===== config.mk =====
export PLATFORM = sky130hd
export DESIGN_NAME = scc_style_rom_bank_mapper_unit_flat
export DESIGN_NICKNAME = d
export VERILOG_FILES = /design/src/rtl/srbm_pkg.sv /design/src/rtl/srbm_if.sv /design/src/rtl/srbm_in_stage.sv /design/src/rtl/srbm_core.sv /design/src/rtl/srbm_out_stage.sv /design/src/rtl/scc_style_rom_bank_mapper_unit.sv /design/src/flat_wrapper.sv
export SDC_FILE = /design/constraint.sdc
export NUM_CORES = 1
export LEC_CHECK = 0
export BUFFER_PORTS_ARGS = -buffer_cell sky130_fd_sc_hd__buf_2
export CORE_MARGIN = 5
export CORE_UTILIZATION = 62
export CTS_CLUSTER_DIAMETER = 200
export DETAILED_ROUTE_END_ITERATION = 16
export MAX_ROUTING_LAYER = met4
export PLACE_DENSITY = 0.85
export SYNTH_ARGS = -nofsm -noshare
export SYNTH_HDL_FRONTEND = slang
export SYNTH_SLANG_ARGS = --single-unit

===== constraint.sdc =====
create_clock -name i_clk -period 3.1 [get_ports i_clk]
set_clock_uncertainty 0.05 [all_clocks]
set_input_delay 0.155 -clock i_clk [delete_from_list [all_inputs] [get_ports i_clk]]
set_output_delay 0.155 -clock i_clk [all_outputs]
set_load 0.03 [all_outputs]

===== src/rtl/srbm_pkg.sv =====
// ---------------------------------------------------------------------------
// srbm_pkg
// types, constants and helper functions of the rom bank mapper
// ---------------------------------------------------------------------------
package srbm_pkg;

    localparam int BANK_PAGES = 4;
    localparam int PAGE_W     = $clog2(BANK_PAGES);
    localparam int ADDR_W     = 16;
    localparam int DATA_W     = 8;
    localparam int BANK_W     = 10;
    localparam int OFS_W      = 13;
    localparam int FLASH_W    = BANK_W + OFS_W;
    localparam int ID_W       = 3;

    localparam logic [ADDR_W-1:0] WINDOW_BASE    = 16'h4000;
    localparam logic [ADDR_W-1:0] MIRROR_FLIP    = 16'h8000;
    localparam logic [ADDR_W-1:0] REG_ENABLE     = 16'h7fff;
    localparam logic [ADDR_W-1:0] REG_OFFSET     = 16'h7ffe;
    localparam logic [ADDR_W-1:0] REG_CONFIG     = 16'h7ffd;
    localparam logic [ADDR_W-1:0] REG_ID         = 16'h7ffc;
    localparam logic [ADDR_W-1:0] SND_PLUS_LO    = 16'hb800;
    localparam logic [ADDR_W-1:0] SND_PLUS_HI    = 16'hbffe;
    localparam logic [ADDR_W-1:0] SND_REAL_LO    = 16'h9800;
    localparam logic [ADDR_W-1:0] SND_REAL_HI    = 16'ha000;
    localparam logic [ADDR_W-1:0] MODE_ADDR      = 16'hbffe;
    localparam logic [ADDR_W-1:0] MODE_ADDR_MASK = 16'hfffe;
    localparam logic [ADDR_W-1:0] BANK_SEL_MASK  = 16'h1800;
    localparam logic [ADDR_W-1:0] BANK_SEL_MATCH = 16'h1000;
    localparam logic [ADDR_W-1:0] BANK_MIN_ADDR  = 16'h6000;
    localparam logic [ADDR_W-1:0] FIRST_PAGE     = 16'd2;

    localparam logic [DATA_W-1:0] BYTE_NONE      = 8'hff;
    localparam logic [5:0]        SND_REAL_KEY   = 6'h3f;
    localparam logic [ID_W-1:0]   ID_LAST        = 3'd4;
    localparam logic [BANK_W-1:0] BANK_MASK_RST  = 10'h3;

    localparam logic [PAGE_W-1:0] SND_PLUS_PAGE  = PAGE_W'(3 % BANK_PAGES);
    localparam logic [PAGE_W-1:0] SND_REAL_PAGE  = PAGE_W'(2 % BANK_PAGES);

    // register bit positions
    localparam int EN_REGS     = 0;
    localparam int EN_FLASH_WR = 4;
    localparam int CFG_LOCK    = 0;
    localparam int CFG_ROM_OFF = 2;
    localparam int CFG_SND_OFF = 3;
    localparam int CFG_ID_EN   = 6;
    localparam int CFG_BUSY    = 7;
    localparam int SND_PLUS    = 5;
    localparam int RAW_SND_ON  = 7;

    typedef enum logic [1:0] {
        SRC_DATA  = 2'd0,
        SRC_SOUND = 2'd1,
        SRC_FLASH = 2'd2,
        SRC_WRITE = 2'd3
    } t_src;

    typedef struct packed {
        logic              req_type;
        logic [ADDR_W-1:0] address;
        logic [DATA_W-1:0] write_data;
    } t_access;

    typedef struct packed {
        logic [DATA_W-1:0]  read_data;
        t_src               data_source;
        logic [FLASH_W-1:0] flash_address;
        logic [DATA_W-1:0]  sound_address;
        logic               sound_write;
        logic               sound_plus_mode;
    } t_result;

    function automatic logic [DATA_W-1:0] id_byte(input logic [ID_W-1:0] step);
        logic [DATA_W-1:0] b;
        case (step)
            3'd0:    b = 8'hff;
            3'd1:    b = 8'h1f;
            3'd2:    b = 8'h23;
            3'd3:    b = 8'h00;
            3'd4:    b = 8'h00;
            default: b = BYTE_NONE;
        endcase
        return b;
    endfunction

endpackage


===== src/rtl/srbm_if.sv =====
// ---------------------------------------------------------------------------
// srbm_if
// valid/ready channels for bus accesses and mapper results
// ---------------------------------------------------------------------------
interface srbm_req_if;
    logic                       valid;
    logic                       ready;
    logic                       req_type;
    logic [srbm_pkg::ADDR_W-1:0] address;
    logic [srbm_pkg::DATA_W-1:0] write_data;

    modport source (output valid, req_type, address, write_data, input ready);
    modport sink   (input valid, req_type, address, write_data, output ready);
endinterface

interface srbm_rsp_if;
    logic                        valid;
    logic                        ready;
    logic [srbm_pkg::DATA_W-1:0]  read_data;
    logic [1:0]                  data_source;
    logic [srbm_pkg::FLASH_W-1:0] flash_address;
    logic [srbm_pkg::DATA_W-1:0]  sound_address;
    logic                        sound_write;
    logic                        sound_plus_mode;

    modport source (output valid, read_data, data_source, flash_address, sound_address,
                    sound_write, sound_plus_mode, input ready);
    modport sink   (input valid, read_data, data_source, flash_address, sound_address,
                    sound_write, sound_plus_mode, output ready);
endinterface


===== src/rtl/srbm_in_stage.sv =====
// ---------------------------------------------------------------------------
// srbm_in_stage
// input register for bus accesses, refilled in the cycle it drains
// ---------------------------------------------------------------------------
module srbm_in_stage (
    input  logic              i_clk,
    input  logic              i_rst_n,
    srbm_req_if.sink          i_req,
    input  logic              i_take,
    output logic              o_valid,
    output srbm_pkg::t_access o_access
);

    logic              r_valid;
    logic              n_valid;
    srbm_pkg::t_access r_access;
    logic              accept;

    assign i_req.ready = !r_valid || i_take;
    assign accept      = i_req.valid && i_req.ready;

    always_comb begin
        n_valid = r_valid;
        if (accept) begin
            n_valid = 1'b1;
        end else if (i_take) begin
            n_valid = 1'b0;
        end
    end

    always_ff @(posedge i_clk) begin
        if (!i_rst_n) begin
            r_valid <= 1'b0;
        end else begin
            r_valid <= n_valid;
        end
    end

    always_ff @(posedge i_clk) begin
        if (accept) begin
            r_access.req_type   <= i_req.req_type;
            r_access.address    <= i_req.address;
            r_access.write_data <= i_req.write_data;
        end
    end

    assign o_valid  = r_valid;
    assign o_access = r_access;

endmodule


===== src/rtl/srbm_core.sv =====
// ---------------------------------------------------------------------------
// srbm_core
// mapper registers, bank tables and the single-pass access decode
// ---------------------------------------------------------------------------
module srbm_core (
    input  logic                          i_clk,
    input  logic                          i_rst_n,
    input  logic                          i_cfg_we,
    input  logic [srbm_pkg::BANK_W-1:0]   i_cfg_wdata,
    input  logic                          i_fire,
    input  srbm_pkg::t_access             i_access,
    output srbm_pkg::t_result             o_result
);

    localparam int NP = srbm_pkg::BANK_PAGES;
    localparam int PW = srbm_pkg::PAGE_W;
    localparam int AW = srbm_pkg::ADDR_W;
    localparam int DW = srbm_pkg::DATA_W;
    localparam int BW = srbm_pkg::BANK_W;

    logic [BW-1:0]              r_bank_mask;
    logic [DW-1:0]              r_enable,     n_enable;
    logic [DW-1:0]              r_offset,     n_offset;
    logic [DW-1:0]              r_config,     n_config;
    logic [DW-1:0]              r_sound_mode, n_sound_mode;
    logic [srbm_pkg::ID_W-1:0]  r_id_step,    n_id_step;
    logic [DW-1:0]              r_raw_bank [NP];
    logic [DW-1:0]              n_raw_bank [NP];
    logic [BW-1:0]              r_eff_bank [NP];
    logic [BW-1:0]              n_eff_bank [NP];

    logic [AW-1:0] addr;
    logic [AW-1:0] mirr;
    logic [PW-1:0] page;
    logic          in_regs;
    logic          sound_hit;
    logic          bank_we;
    logic [BW-1:0] bank_off;
    logic [BW-1:0] flash_bank;

    always_comb begin
        addr    = i_access.address + srbm_pkg::WINDOW_BASE;
        in_regs = (addr[AW-1:2] == srbm_pkg::REG_ID[AW-1:2]);
        // fold everything outside the cartridge window back into it
        mirr = (addr[15:14] == 2'b00 || addr[15:14] == 2'b11)
             ? (addr ^ srbm_pkg::MIRROR_FLIP) : addr;
        page = PW'((mirr >> srbm_pkg::OFS_W) - srbm_pkg::FIRST_PAGE);

        sound_hit = 1'b0;
        if (!r_config[srbm_pkg::CFG_SND_OFF]) begin
            if (r_sound_mode[srbm_pkg::SND_PLUS]) begin
                sound_hit = r_raw_bank[srbm_pkg::SND_PLUS_PAGE][srbm_pkg::RAW_SND_ON]
                         && mirr >= srbm_pkg::SND_PLUS_LO && mirr < srbm_pkg::SND_PLUS_HI;
            end else begin
                sound_hit = (r_raw_bank[srbm_pkg::SND_REAL_PAGE][5:0] == srbm_pkg::SND_REAL_KEY)
                         && mirr >= srbm_pkg::SND_REAL_LO && mirr < srbm_pkg::SND_REAL_HI;
            end
        end

        flash_bank = r_eff_bank[page] & r_bank_mask;
        bank_off   = {r_offset, r_config[5:4]};
    end

    always_comb begin
        n_enable     = r_enable;
        n_offset     = r_offset;
        n_config     = r_config;
        n_sound_mode = r_sound_mode;
        n_id_step    = r_id_step;
        n_raw_bank   = r_raw_bank;
        n_eff_bank   = r_eff_bank;
        bank_we      = 1'b0;

        o_result.read_data     = srbm_pkg::BYTE_NONE;
        o_result.data_source   = srbm_pkg::SRC_DATA;
        o_result.flash_address = '0;
        o_result.sound_address = '0;
        o_result.sound_write   = 1'b0;

        if (!i_access.req_type) begin
            if (in_regs && r_enable[srbm_pkg::EN_REGS]) begin
                case (addr)
                    srbm_pkg::REG_ID: begin
                        o_result.read_data = r_config[srbm_pkg::CFG_ID_EN]
                                           ? srbm_pkg::id_byte(r_id_step)
                                           : srbm_pkg::BYTE_NONE;
                    end
                    srbm_pkg::REG_CONFIG: begin
                        o_result.read_data = r_config | DW'(1 << srbm_pkg::CFG_BUSY);
                    end
                    srbm_pkg::REG_OFFSET: begin
                        o_result.read_data = r_offset;
                    end
                    default: begin
                        o_result.read_data = r_enable;
                    end
                endcase
            end else if (sound_hit) begin
                o_result.data_source   = srbm_pkg::SRC_SOUND;
                o_result.sound_address = mirr[DW-1:0];
            end else if (!r_config[srbm_pkg::CFG_ROM_OFF]) begin
                o_result.data_source   = srbm_pkg::SRC_FLASH;
                o_result.flash_address = {flash_bank, mirr[srbm_pkg::OFS_W-1:0]};
            end
        end else begin
            o_result.data_source = srbm_pkg::SRC_WRITE;
            if (in_regs) begin
                if (addr == srbm_pkg::REG_ENABLE) begin
                    n_enable = i_access.write_data;
                end else if (r_enable[srbm_pkg::EN_REGS]) begin
                    case (addr)
                        srbm_pkg::REG_ID: begin
                            if (r_config[srbm_pkg::CFG_ID_EN]) begin
                                n_id_step = (r_id_step < srbm_pkg::ID_LAST)
                                          ? r_id_step + 1'b1 : '0;
                            end
                        end
                        srbm_pkg::REG_CONFIG: begin
                            n_config = i_access.write_data;
                        end
                        default: begin
                            n_offset = i_access.write_data;
                        end
                    endcase
                end
            end else if (!r_enable[srbm_pkg::EN_FLASH_WR]) begin
                if (r_config[srbm_pkg::CFG_SND_OFF]) begin
                    bank_we = !r_config[srbm_pkg::CFG_LOCK] && mirr >= srbm_pkg::BANK_MIN_ADDR;
                end else begin
                    if (sound_hit) begin
                        o_result.sound_write   = 1'b1;
                        o_result.sound_address = mirr[DW-1:0];
                    end
                    bank_we = ((mirr & srbm_pkg::BANK_SEL_MASK) == srbm_pkg::BANK_SEL_MATCH)
                           && !r_config[srbm_pkg::CFG_LOCK];
                    if ((mirr & srbm_pkg::MODE_ADDR_MASK) == srbm_pkg::MODE_ADDR) begin
                        n_sound_mode = i_access.write_data;
                    end
                end
            end
        end

        for (int i = 0; i < NP; i++) begin
            if (bank_we && page == PW'(i)) begin
                n_raw_bank[i] = i_access.write_data;
                n_eff_bank[i] = BW'(i_access.write_data) + bank_off;
            end
        end

        o_result.sound_plus_mode = n_sound_mode[srbm_pkg::SND_PLUS];
    end

    always_ff @(posedge i_clk) begin
        if (!i_rst_n) begin
            r_bank_mask <= srbm_pkg::BANK_MASK_RST;
        end else if (i_cfg_we) begin
            r_bank_mask <= i_cfg_wdata;
        end
    end

    always_ff @(posedge i_clk) begin
        if (!i_rst_n) begin
            r_enable     <= '0;
            r_offset     <= '0;
            r_config     <= '0;
            r_sound_mode <= '0;
            r_id_step    <= '0;
            for (int i = 0; i < NP; i++) begin
                r_raw_bank[i] <= DW'(i);
                r_eff_bank[i] <= BW'(i);
            end
        end else if (i_fire) begin
            r_enable     <= n_enable;
            r_offset     <= n_offset;
            r_config     <= n_config;
            r_sound_mode <= n_sound_mode;
            r_id_step    <= n_id_step;
            r_raw_bank   <= n_raw_bank;
            r_eff_bank   <= n_eff_bank;
        end
    end

endmodule


===== src/rtl/srbm_out_stage.sv =====
// ---------------------------------------------------------------------------
// srbm_out_stage
// result register, takes a new result while the current one is collected
// ---------------------------------------------------------------------------
module srbm_out_stage (
    input  logic              i_clk,
    input  logic              i_rst_n,
    input  logic              i_valid,
    input  srbm_pkg::t_result i_result,
    output logic              o_ready,
    srbm_rsp_if.source        o_rsp
);

    logic              r_valid;
    logic              n_valid;
    srbm_pkg::t_result r_result;
    logic              load;

    assign o_ready = !r_valid || o_rsp.ready;
    assign load    = i_valid && o_ready;

    always_comb begin
        n_valid = r_valid;
        if (load) begin
            n_valid = 1'b1;
        end else if (o_rsp.ready) begin
            n_valid = 1'b0;
        end
    end

    always_ff @(posedge i_clk) begin
        if (!i_rst_n) begin
            r_valid <= 1'b0;
        end else begin
            r_valid <= n_valid;
        end
    end

    always_ff @(posedge i_clk) begin
        if (load) begin
            r_result <= i_result;
        end
    end

    assign o_rsp.valid           = r_valid;
    assign o_rsp.read_data       = r_result.read_data;
    assign o_rsp.data_source     = r_result.data_source;
    assign o_rsp.flash_address   = r_result.flash_address;
    assign o_rsp.sound_address   = r_result.sound_address;
    assign o_rsp.sound_write     = r_result.sound_write;
    assign o_rsp.sound_plus_mode = r_result.sound_plus_mode;

endmodule


===== src/rtl/scc_style_rom_bank_mapper_unit.sv =====
// ---------------------------------------------------------------------------
// scc_style_rom_bank_mapper_unit
// cartridge bank mapper with sound-chip window and extended register block
// ---------------------------------------------------------------------------
// One bus access per clock is accepted and each gives exactly one result,
// held first in the input register and then in the result register. The
// decode, bank table lookup and register update sit in one combinational
// pass between those registers, so back-to-back accesses run at one item
// per cycle; the only stall comes from the result side holding ready low.
// The bank mask is written through i_cfg_we/i_cfg_wdata and takes effect
// for the next access decoded; it resets to 3.
module scc_style_rom_bank_mapper_unit (
    input  logic                        i_clk,
    input  logic                        i_rst_n,
    input  logic                        i_cfg_we,
    input  logic [srbm_pkg::BANK_W-1:0] i_cfg_wdata,
    srbm_req_if.sink                    i_req,
    srbm_rsp_if.source                  o_rsp
);

    logic              in_valid;
    srbm_pkg::t_access in_access;
    logic              out_ready;
    logic              fire;
    srbm_pkg::t_result result;

    // an access is decoded once the result register has room for it
    assign fire = in_valid && out_ready;

    srbm_in_stage u_in_stage (
        .i_clk    (i_clk),
        .i_rst_n  (i_rst_n),
        .i_req    (i_req),
        .i_take   (fire),
        .o_valid  (in_valid),
        .o_access (in_access)
    );

    srbm_core u_core (
        .i_clk       (i_clk),
        .i_rst_n     (i_rst_n),
        .i_cfg_we    (i_cfg_we),
        .i_cfg_wdata (i_cfg_wdata),
        .i_fire      (fire),
        .i_access    (in_access),
        .o_result    (result)
    );

    srbm_out_stage u_out_stage (
        .i_clk    (i_clk),
        .i_rst_n  (i_rst_n),
        .i_valid  (in_valid),
        .i_result (result),
        .o_ready  (out_ready),
        .o_rsp    (o_rsp)
    );

endmodule


===== src/flat_wrapper.sv =====
// flat-port wrapper written by rule: the top's interface ports become plain ports
module scc_style_rom_bank_mapper_unit_flat 
  (i_clk, i_rst_n, i_cfg_we, i_cfg_wdata, i_req_valid, i_req_req_type, i_req_address, i_req_write_data, i_req_ready, o_rsp_valid, o_rsp_read_data, o_rsp_data_source, o_rsp_flash_address, o_rsp_sound_address, o_rsp_sound_write, o_rsp_sound_plus_mode, o_rsp_ready);
  srbm_req_if i_req_i ();
  srbm_rsp_if o_rsp_i ();
  input  logic i_clk;
  input  logic i_rst_n;
  input  logic i_cfg_we;
  input  logic [srbm_pkg::BANK_W-1:0] i_cfg_wdata;
  input wire logic [$bits(i_req_i.valid)-1:0] i_req_valid;
  input wire logic [$bits(i_req_i.req_type)-1:0] i_req_req_type;
  input wire logic [$bits(i_req_i.address)-1:0] i_req_address;
  input wire logic [$bits(i_req_i.write_data)-1:0] i_req_write_data;
  output wire logic [$bits(i_req_i.ready)-1:0] i_req_ready;
  output wire logic [$bits(o_rsp_i.valid)-1:0] o_rsp_valid;
  output wire logic [$bits(o_rsp_i.read_data)-1:0] o_rsp_read_data;
  output wire logic [$bits(o_rsp_i.data_source)-1:0] o_rsp_data_source;
  output wire logic [$bits(o_rsp_i.flash_address)-1:0] o_rsp_flash_address;
  output wire logic [$bits(o_rsp_i.sound_address)-1:0] o_rsp_sound_address;
  output wire logic [$bits(o_rsp_i.sound_write)-1:0] o_rsp_sound_write;
  output wire logic [$bits(o_rsp_i.sound_plus_mode)-1:0] o_rsp_sound_plus_mode;
  input wire logic [$bits(o_rsp_i.ready)-1:0] o_rsp_ready;
  assign i_req_i.valid = i_req_valid;
  assign i_req_i.req_type = i_req_req_type;
  assign i_req_i.address = i_req_address;
  assign i_req_i.write_data = i_req_write_data;
  assign i_req_ready = i_req_i.ready;
  assign o_rsp_valid = o_rsp_i.valid;
  assign o_rsp_read_data = o_rsp_i.read_data;
  assign o_rsp_data_source = o_rsp_i.data_source;
  assign o_rsp_flash_address = o_rsp_i.flash_address;
  assign o_rsp_sound_address = o_rsp_i.sound_address;
  assign o_rsp_sound_write = o_rsp_i.sound_write;
  assign o_rsp_sound_plus_mode = o_rsp_i.sound_plus_mode;
  assign o_rsp_i.ready = o_rsp_ready;
  scc_style_rom_bank_mapper_unit u_core (.i_clk(i_clk), .i_rst_n(i_rst_n), .i_cfg_we(i_cfg_we), .i_cfg_wdata(i_cfg_wdata), .i_req(i_req_i), .o_rsp(o_rsp_i));
endmodule

# Word level (Yosys, flattened, before mapping)
# Index checks and enable logic that the tools add are counted.
dict set report word_totals {
  ff_bits 166
  output_inout_bits 45
}
dict set report op_classes {
  addsub 4
  n_lt_le_gt_ge 7
  eq_ne 16
  n_mux 33
  n_bitwise 10
  reduce_logical 37
}
# op count
set op_table {}
lappend op_table {{$eq A16 B15 Y1 const B} 4}
lappend op_table {{$pmux W8 S3} 2}
lappend op_table {{$mux W9} 4}
lappend op_table {{$mux W33} 1}
lappend op_table {{$ge A16 B16 Y1 const B} 2}
lappend op_table {{$lt A16 B16 Y1 const B} 2}
lappend op_table {{$mux W6} 5}
lappend op_table {{$mux W25} 1}
lappend op_table {{$mux W8} 3}
lappend op_table {{$mux W23} 1}
lappend op_table {{$bmux W10 S2} 1}
lappend op_table {{$mux W10} 2}
lappend op_table {{$reduce_and A6 Y1} 3}
lappend op_table {{$add A16 B15 Y16 const B} 1}
lappend op_table {{$ge A16 B15 Y1 const B} 1}
lappend op_table {{$mux W16} 1}
lappend op_table {{$eq A15 B15 Y1 const B} 1}
lappend op_table {{$eq A14 B13 Y1 const B} 1}
lappend op_table {{$logic_and A1 B1 Y1} 13}
lappend op_table {{$add A8 B10 Y10} 1}
lappend op_table {{$and A10 B10 Y10} 1}
lappend op_table {{$mux W1} 10}
lappend op_table {{$eq A2 B2 Y1 const B} 4}
lappend op_table {{$not A1 Y1} 8}
lappend op_table {{other kinds (21)} 34}

# Depth between registers and ports, before layout
dict set report depth {
  ltp_word 14
  ltp_mapped 8
}

# Modules after synthesis
# From an unflattened synthesis, not the netlist that was laid out.
dict set report unflattened {
  cells_unflattened 598
  area_unflattened_um2 6648.9
}
# module n_inst cells_each area_each_um2 seq_area_each_um2
set modules_own_cells {}
lappend modules_own_cells {srbm_core 1 519 4485.6 1681.6}
lappend modules_own_cells {srbm_out_stage 1 48 1348.8 1311.3}
lappend modules_own_cells {srbm_in_stage 1 30 808.3 770.7}
lappend modules_own_cells {scc_style_rom_bank_mapper_unit 1 1 6.3 0.0}

# Least setup slack after synthesis
# OpenSTA, ideal clock, no wires.
dict set report synth_timing {
  path_kind {register to register}
  from {register u_core.u_in_stage.r_access (netlist bit u_core.u_in_stage.o_access[0])}
  to {register u_core.u_core.r_eff_bank[8] (netlist name)}
  setup_time_ns 0.086
  arrival_time_ns 1.910
  t_required_ns 2.964
  setup_slack_ns 1.054
  path_stages_with_launch 9
  path_buffers 0
  synth_period_minus_slack_ns 2.046
  path_cell_list {edfxtp_1 ha_1 inv_1 fa_1 nor2b_1 o31ai_1 a2111oi_0 a211oi_1 a211oi_1}
}
dict set report synth_via {
  elab_chain_len 1
}
# item line
set synth_lines {}
lappend synth_lines {{start, declared} srbm_in_stage.sv:16} ;# srbm_pkg::t_access r_access;
lappend synth_lines {{$add A8 B10 Y10} srbm_core.sv:146} ;# n_eff_bank[i] = BW'(i_access.write_data) + bank_off;
lappend synth_lines {{end signal, assigned by index} srbm_core.sv:170} ;# r_eff_bank[i] <= BW'(i);
lappend synth_lines {{end signal, assigned} srbm_core.sv:179} ;# r_eff_bank <= n_eff_bank;
lappend synth_lines {{end, declared} srbm_core.sv:29} ;# logic [BW-1:0] r_eff_bank [NP];
# No other way between the ends.
# A chain may end at the register's enable or synchronous reset.

# Worst setup path in the final report
dict set report layout_timing {
  from {register u_core.u_in_stage.r_access (netlist bit u_core.u_in_stage.o_access[0])}
  to {register u_core.u_core.r_eff_bank[38] (netlist name)}
}
# Same word-level chain as after synthesis.

==> reports/metrics.yaml <==
finalMaxSlewViolations: 0
postCtsSetupRepairBufs: 0
grt_first_pass_wirelength_um: 30700
ir_worst_vdd_mv: 0.379
rsz0062_at_grt: "false"
drtAntennaViolNets: 0
synth.avg_cell_area_um2: 11.2
vias: 5614
synth-xor-area-share_pct: 0.529
synth-compound-area-share_pct: 10.4
clk_path_buf_depth: 2
syn_nets: 647
crit_family: "compound AO/OA/AOI/OAI gates"
period_share_pct: 83.3
critPathMaxStageDelay_ps: 490
fin_tns_setup_ps: 0
cts_tree: "yes"
ys_types: 60
p_switching_w: 0.00110
pwr-share-comb_pct: 6.7
crit_buf_inv: 1
drv_cap: 0
grt_pass1_vias: 5593
synthAdderAreaFrac_pct: 2.57
avgViaCountPerCell: 6.47
synth_flop_cell: "dfxtp_1"
required_ps: 3470
worstPathCellList: "ha_1, inv_1, fa_1, nor2b_1, o31ai_1, a2111oi_0, a211oi_1, a211oi_1"
dp_hpwl_um: 10900
clk-insertion-delay-late_ps: 550
wirelength_um: 19400
leakagePower_nw: 3.20
p_total_w: 0.00453
synth_top_area_share_pct: 30.8
cts_buffers: 17
synth_seq_cells: 154
die_y_um: 113
antenna_found_initial: 0
synth_most_common_cell: "dfxtp_1"
cpMostUsedCell: "a211oi_1"
firstDrtPassIters: 5
routedWlPerCell_um: 22.3
port_buffers: 84
synth-edff-count: 68
yosysWarnings: 0
synth_top_family_by_area: "simple AND/OR/NAND/NOR gates"
synthTopCellsByCount: "dfxtp_1, nand2_1, edfxtp_1"
cp.arrival_ps: 2950
multi_input_area_um2: 2660
critPathSlowestCell: "a2111oi_0"
fillers: 560
async_flop_share_pct: 0
path_clk_slew_ps: 60
hold_violations: 0
synth_mux_area_share_pct: 8.57
start_kind: "register"
yosys-top-cells-area: "edfxtp_1, dfxtp_1, mux2i_1"
drc: 0
slew_headroom_pct: 44.3
synth_area_um2: 6630
p_int_w: 0.00343
h-tree-depth: 4
path_max_fanout: 4
worstMarginPinSlew_ps: 830
period_minus_slack_ps: 2580
hold_path_class: "input port to register"
swShare_pct: 24.4
hold_ws_ps: 44.2
grt_start_max_net_pins: 46
p_per_area_nw_per_um2: 557
ys_seq_area_share_pct: 56.8
root_buffer: "clkbuf_8"
synthSimpleGateAreaFrac_pct: 18.1
clockPowerShare_pct: 44.3
core_um2: 10400
outcome: "completed"
gp_congestion: 0.963
crit_type: "register to register"
diodes: 0
seq_area_um2: 3760
start_util_pct: 63.9
end_kind: "register"
grt_util_all_layers_pct: 32.0
die_w_um: 113
syn_inst: 594
dieArea_um2: 12900
syn_to_final_growth_pct: 22.9
layout.nets: 772
first_iter_violations: 846
fin_area_um2: 8140
setup_viol: 0
io_pins: 85
final_layout_size_suffix_gt1_share_pct: 21.4
rows: 37
cts_sinks: 154
final_util_pct: 78.5
grt_overflow: 0
max_freq_mhz: 387
seq_power_share_pct: 49.0
yosysTopAreaCell: "edfxtp_1"
placed_cell_area_um2: 7190
==> cell families (layout without fill, tap and decap cells) <==
group,Yosys count,in the layout
buffers and inverters,50,188
xor gates and xnor gates,4,4
muxes,44,44
and+or+nand+nor,219,219
AOI/OAI and AO/OA,110,110
DFF,154,154
adders and majority gates,13,13
==> worst register-to-register path, cell delays in order, from the launching register on <==
cell and delay (ps):
edfxtp_1 420, ha_1 200, inv_1 60, fa_1 400
nor2b_1 200, o31ai_1 110, a2111oi_0 490, a211oi_1 170
a211oi_1 340
==> per-layer routing <==
metal	vias to the layer above	track usage, %	share of wire (%)
met2	445	53.6	50
met1	2657	38.2	36
met3	78	6.58	9.9
met4	0	12.7	3.5
li1	2434	-	-
met5	-	-	0
==> final timing paths <==
| kind | start | endpoint | slack [ps] | depth (start not counted) |
|---|---|---|---|---|
| max | u_core.u_in_stage.o_access[0]$_DFFE_PP_ | u_core.u_core.r_eff_bank[38]$_SDFFE_PN0P_ | 520 | 8 |
| max reg2reg | u_core.u_in_stage.o_access[0]$_DFFE_PP_ | u_core.u_core.r_eff_bank[38]$_SDFFE_PN0P_ | 520 | 8 |
| min | i_cfg_we | u_core.u_core.r_bank_mask[1]$_SDFFE_PN1P_ | 40 | 3 |
| min reg2reg | u_core.u_core.r_eff_bank[26]$_SDFFE_PN0P_ | u_core.u_core.r_eff_bank[26]$_SDFFE_PN0P_ | 410 | 2 |
==> through the flow <==
step                      std cells  setup WS (ps)
after global placement          798            876
after global routing            868            350
after floorplan                 594           1050
final                           868            518
after detailed placement        798            791
after CTS                       868            727
==> cells in the final DEF, fill, tap and decap left out, types with 12 or more instances in the layout <==
cell type and n:
ha_1 12, nor2_1 47, buf_2 84, inv_1 19
edfxtp_1 68, buf_4 14, mux2i_1 32, nand3_1 26
a21oi_1 30, dlygate4sd3_1 38, o21ai_0 36, dfxtp_1 86
nand2_1 71, and3_1 17, clkbuf_16 16
==> what timing repair did <==
action,CTS,global route
hold buffers,38,0
hold endpoints to repair,37,0
gates resized for setup,0,0
==> flip-flops by register name, indices dropped and copies added, names as in the netlist <==
register                                  flops
u_core.u_core.r_sound_mode                    1
u_core.u_core.r_id_step                       3
u_core.u_out_stage.o_rsp.data_source          2
u_core.u_out_stage.o_rsp.sound_address        8
u_core.u_core.r_config                        7
u_core.u_core.r_raw_bank                      7
u_core.u_core.r_offset                        8
u_core.u_core.r_enable                        8
u_core.u_core.r_bank_mask                    10
u_core.u_out_stage.o_rsp.read_data            8
u_core.u_core.r_eff_bank                     40
u_core.u_out_stage.o_rsp.flash_address       23
u_core.u_in_stage.o_valid                     1
u_core.u_in_stage.o_access                   25
u_core.u_out_stage.o_rsp.sound_write          1
u_core.u_out_stage.o_rsp.sound_plus_mode      1
u_core.u_out_stage.o_rsp.valid                1
==> area by class of cell <==
cell class / count / share of cell area, %
clock buffers: 20 / 5.59
flip-flops and latches: 154 / 46.2
inverters: 20 / 0.922
multi-input cells: 390 / 32.7
repair buffers: 136 / 11.1
clock inverters: 12 / 1.37
well taps: 136 / 2.09
==> power by group through the flow <==
stage / Sequential (W) / Combinational (W) / Clock [W]
floorplan: 0.00228 / 0.000133 / 0
global placement: 0.00225 / 0.000242 / 0
detailed placement: 0.00226 / 0.000250 / 0
CTS: 0.00222 / 0.000294 / 0.00199
global route: 0.00222 / 0.000322 / 0.00209
finish: 0.00222 / 0.000303 / 0.00201
Note: power is estimated with default switching activity, not from simulation.
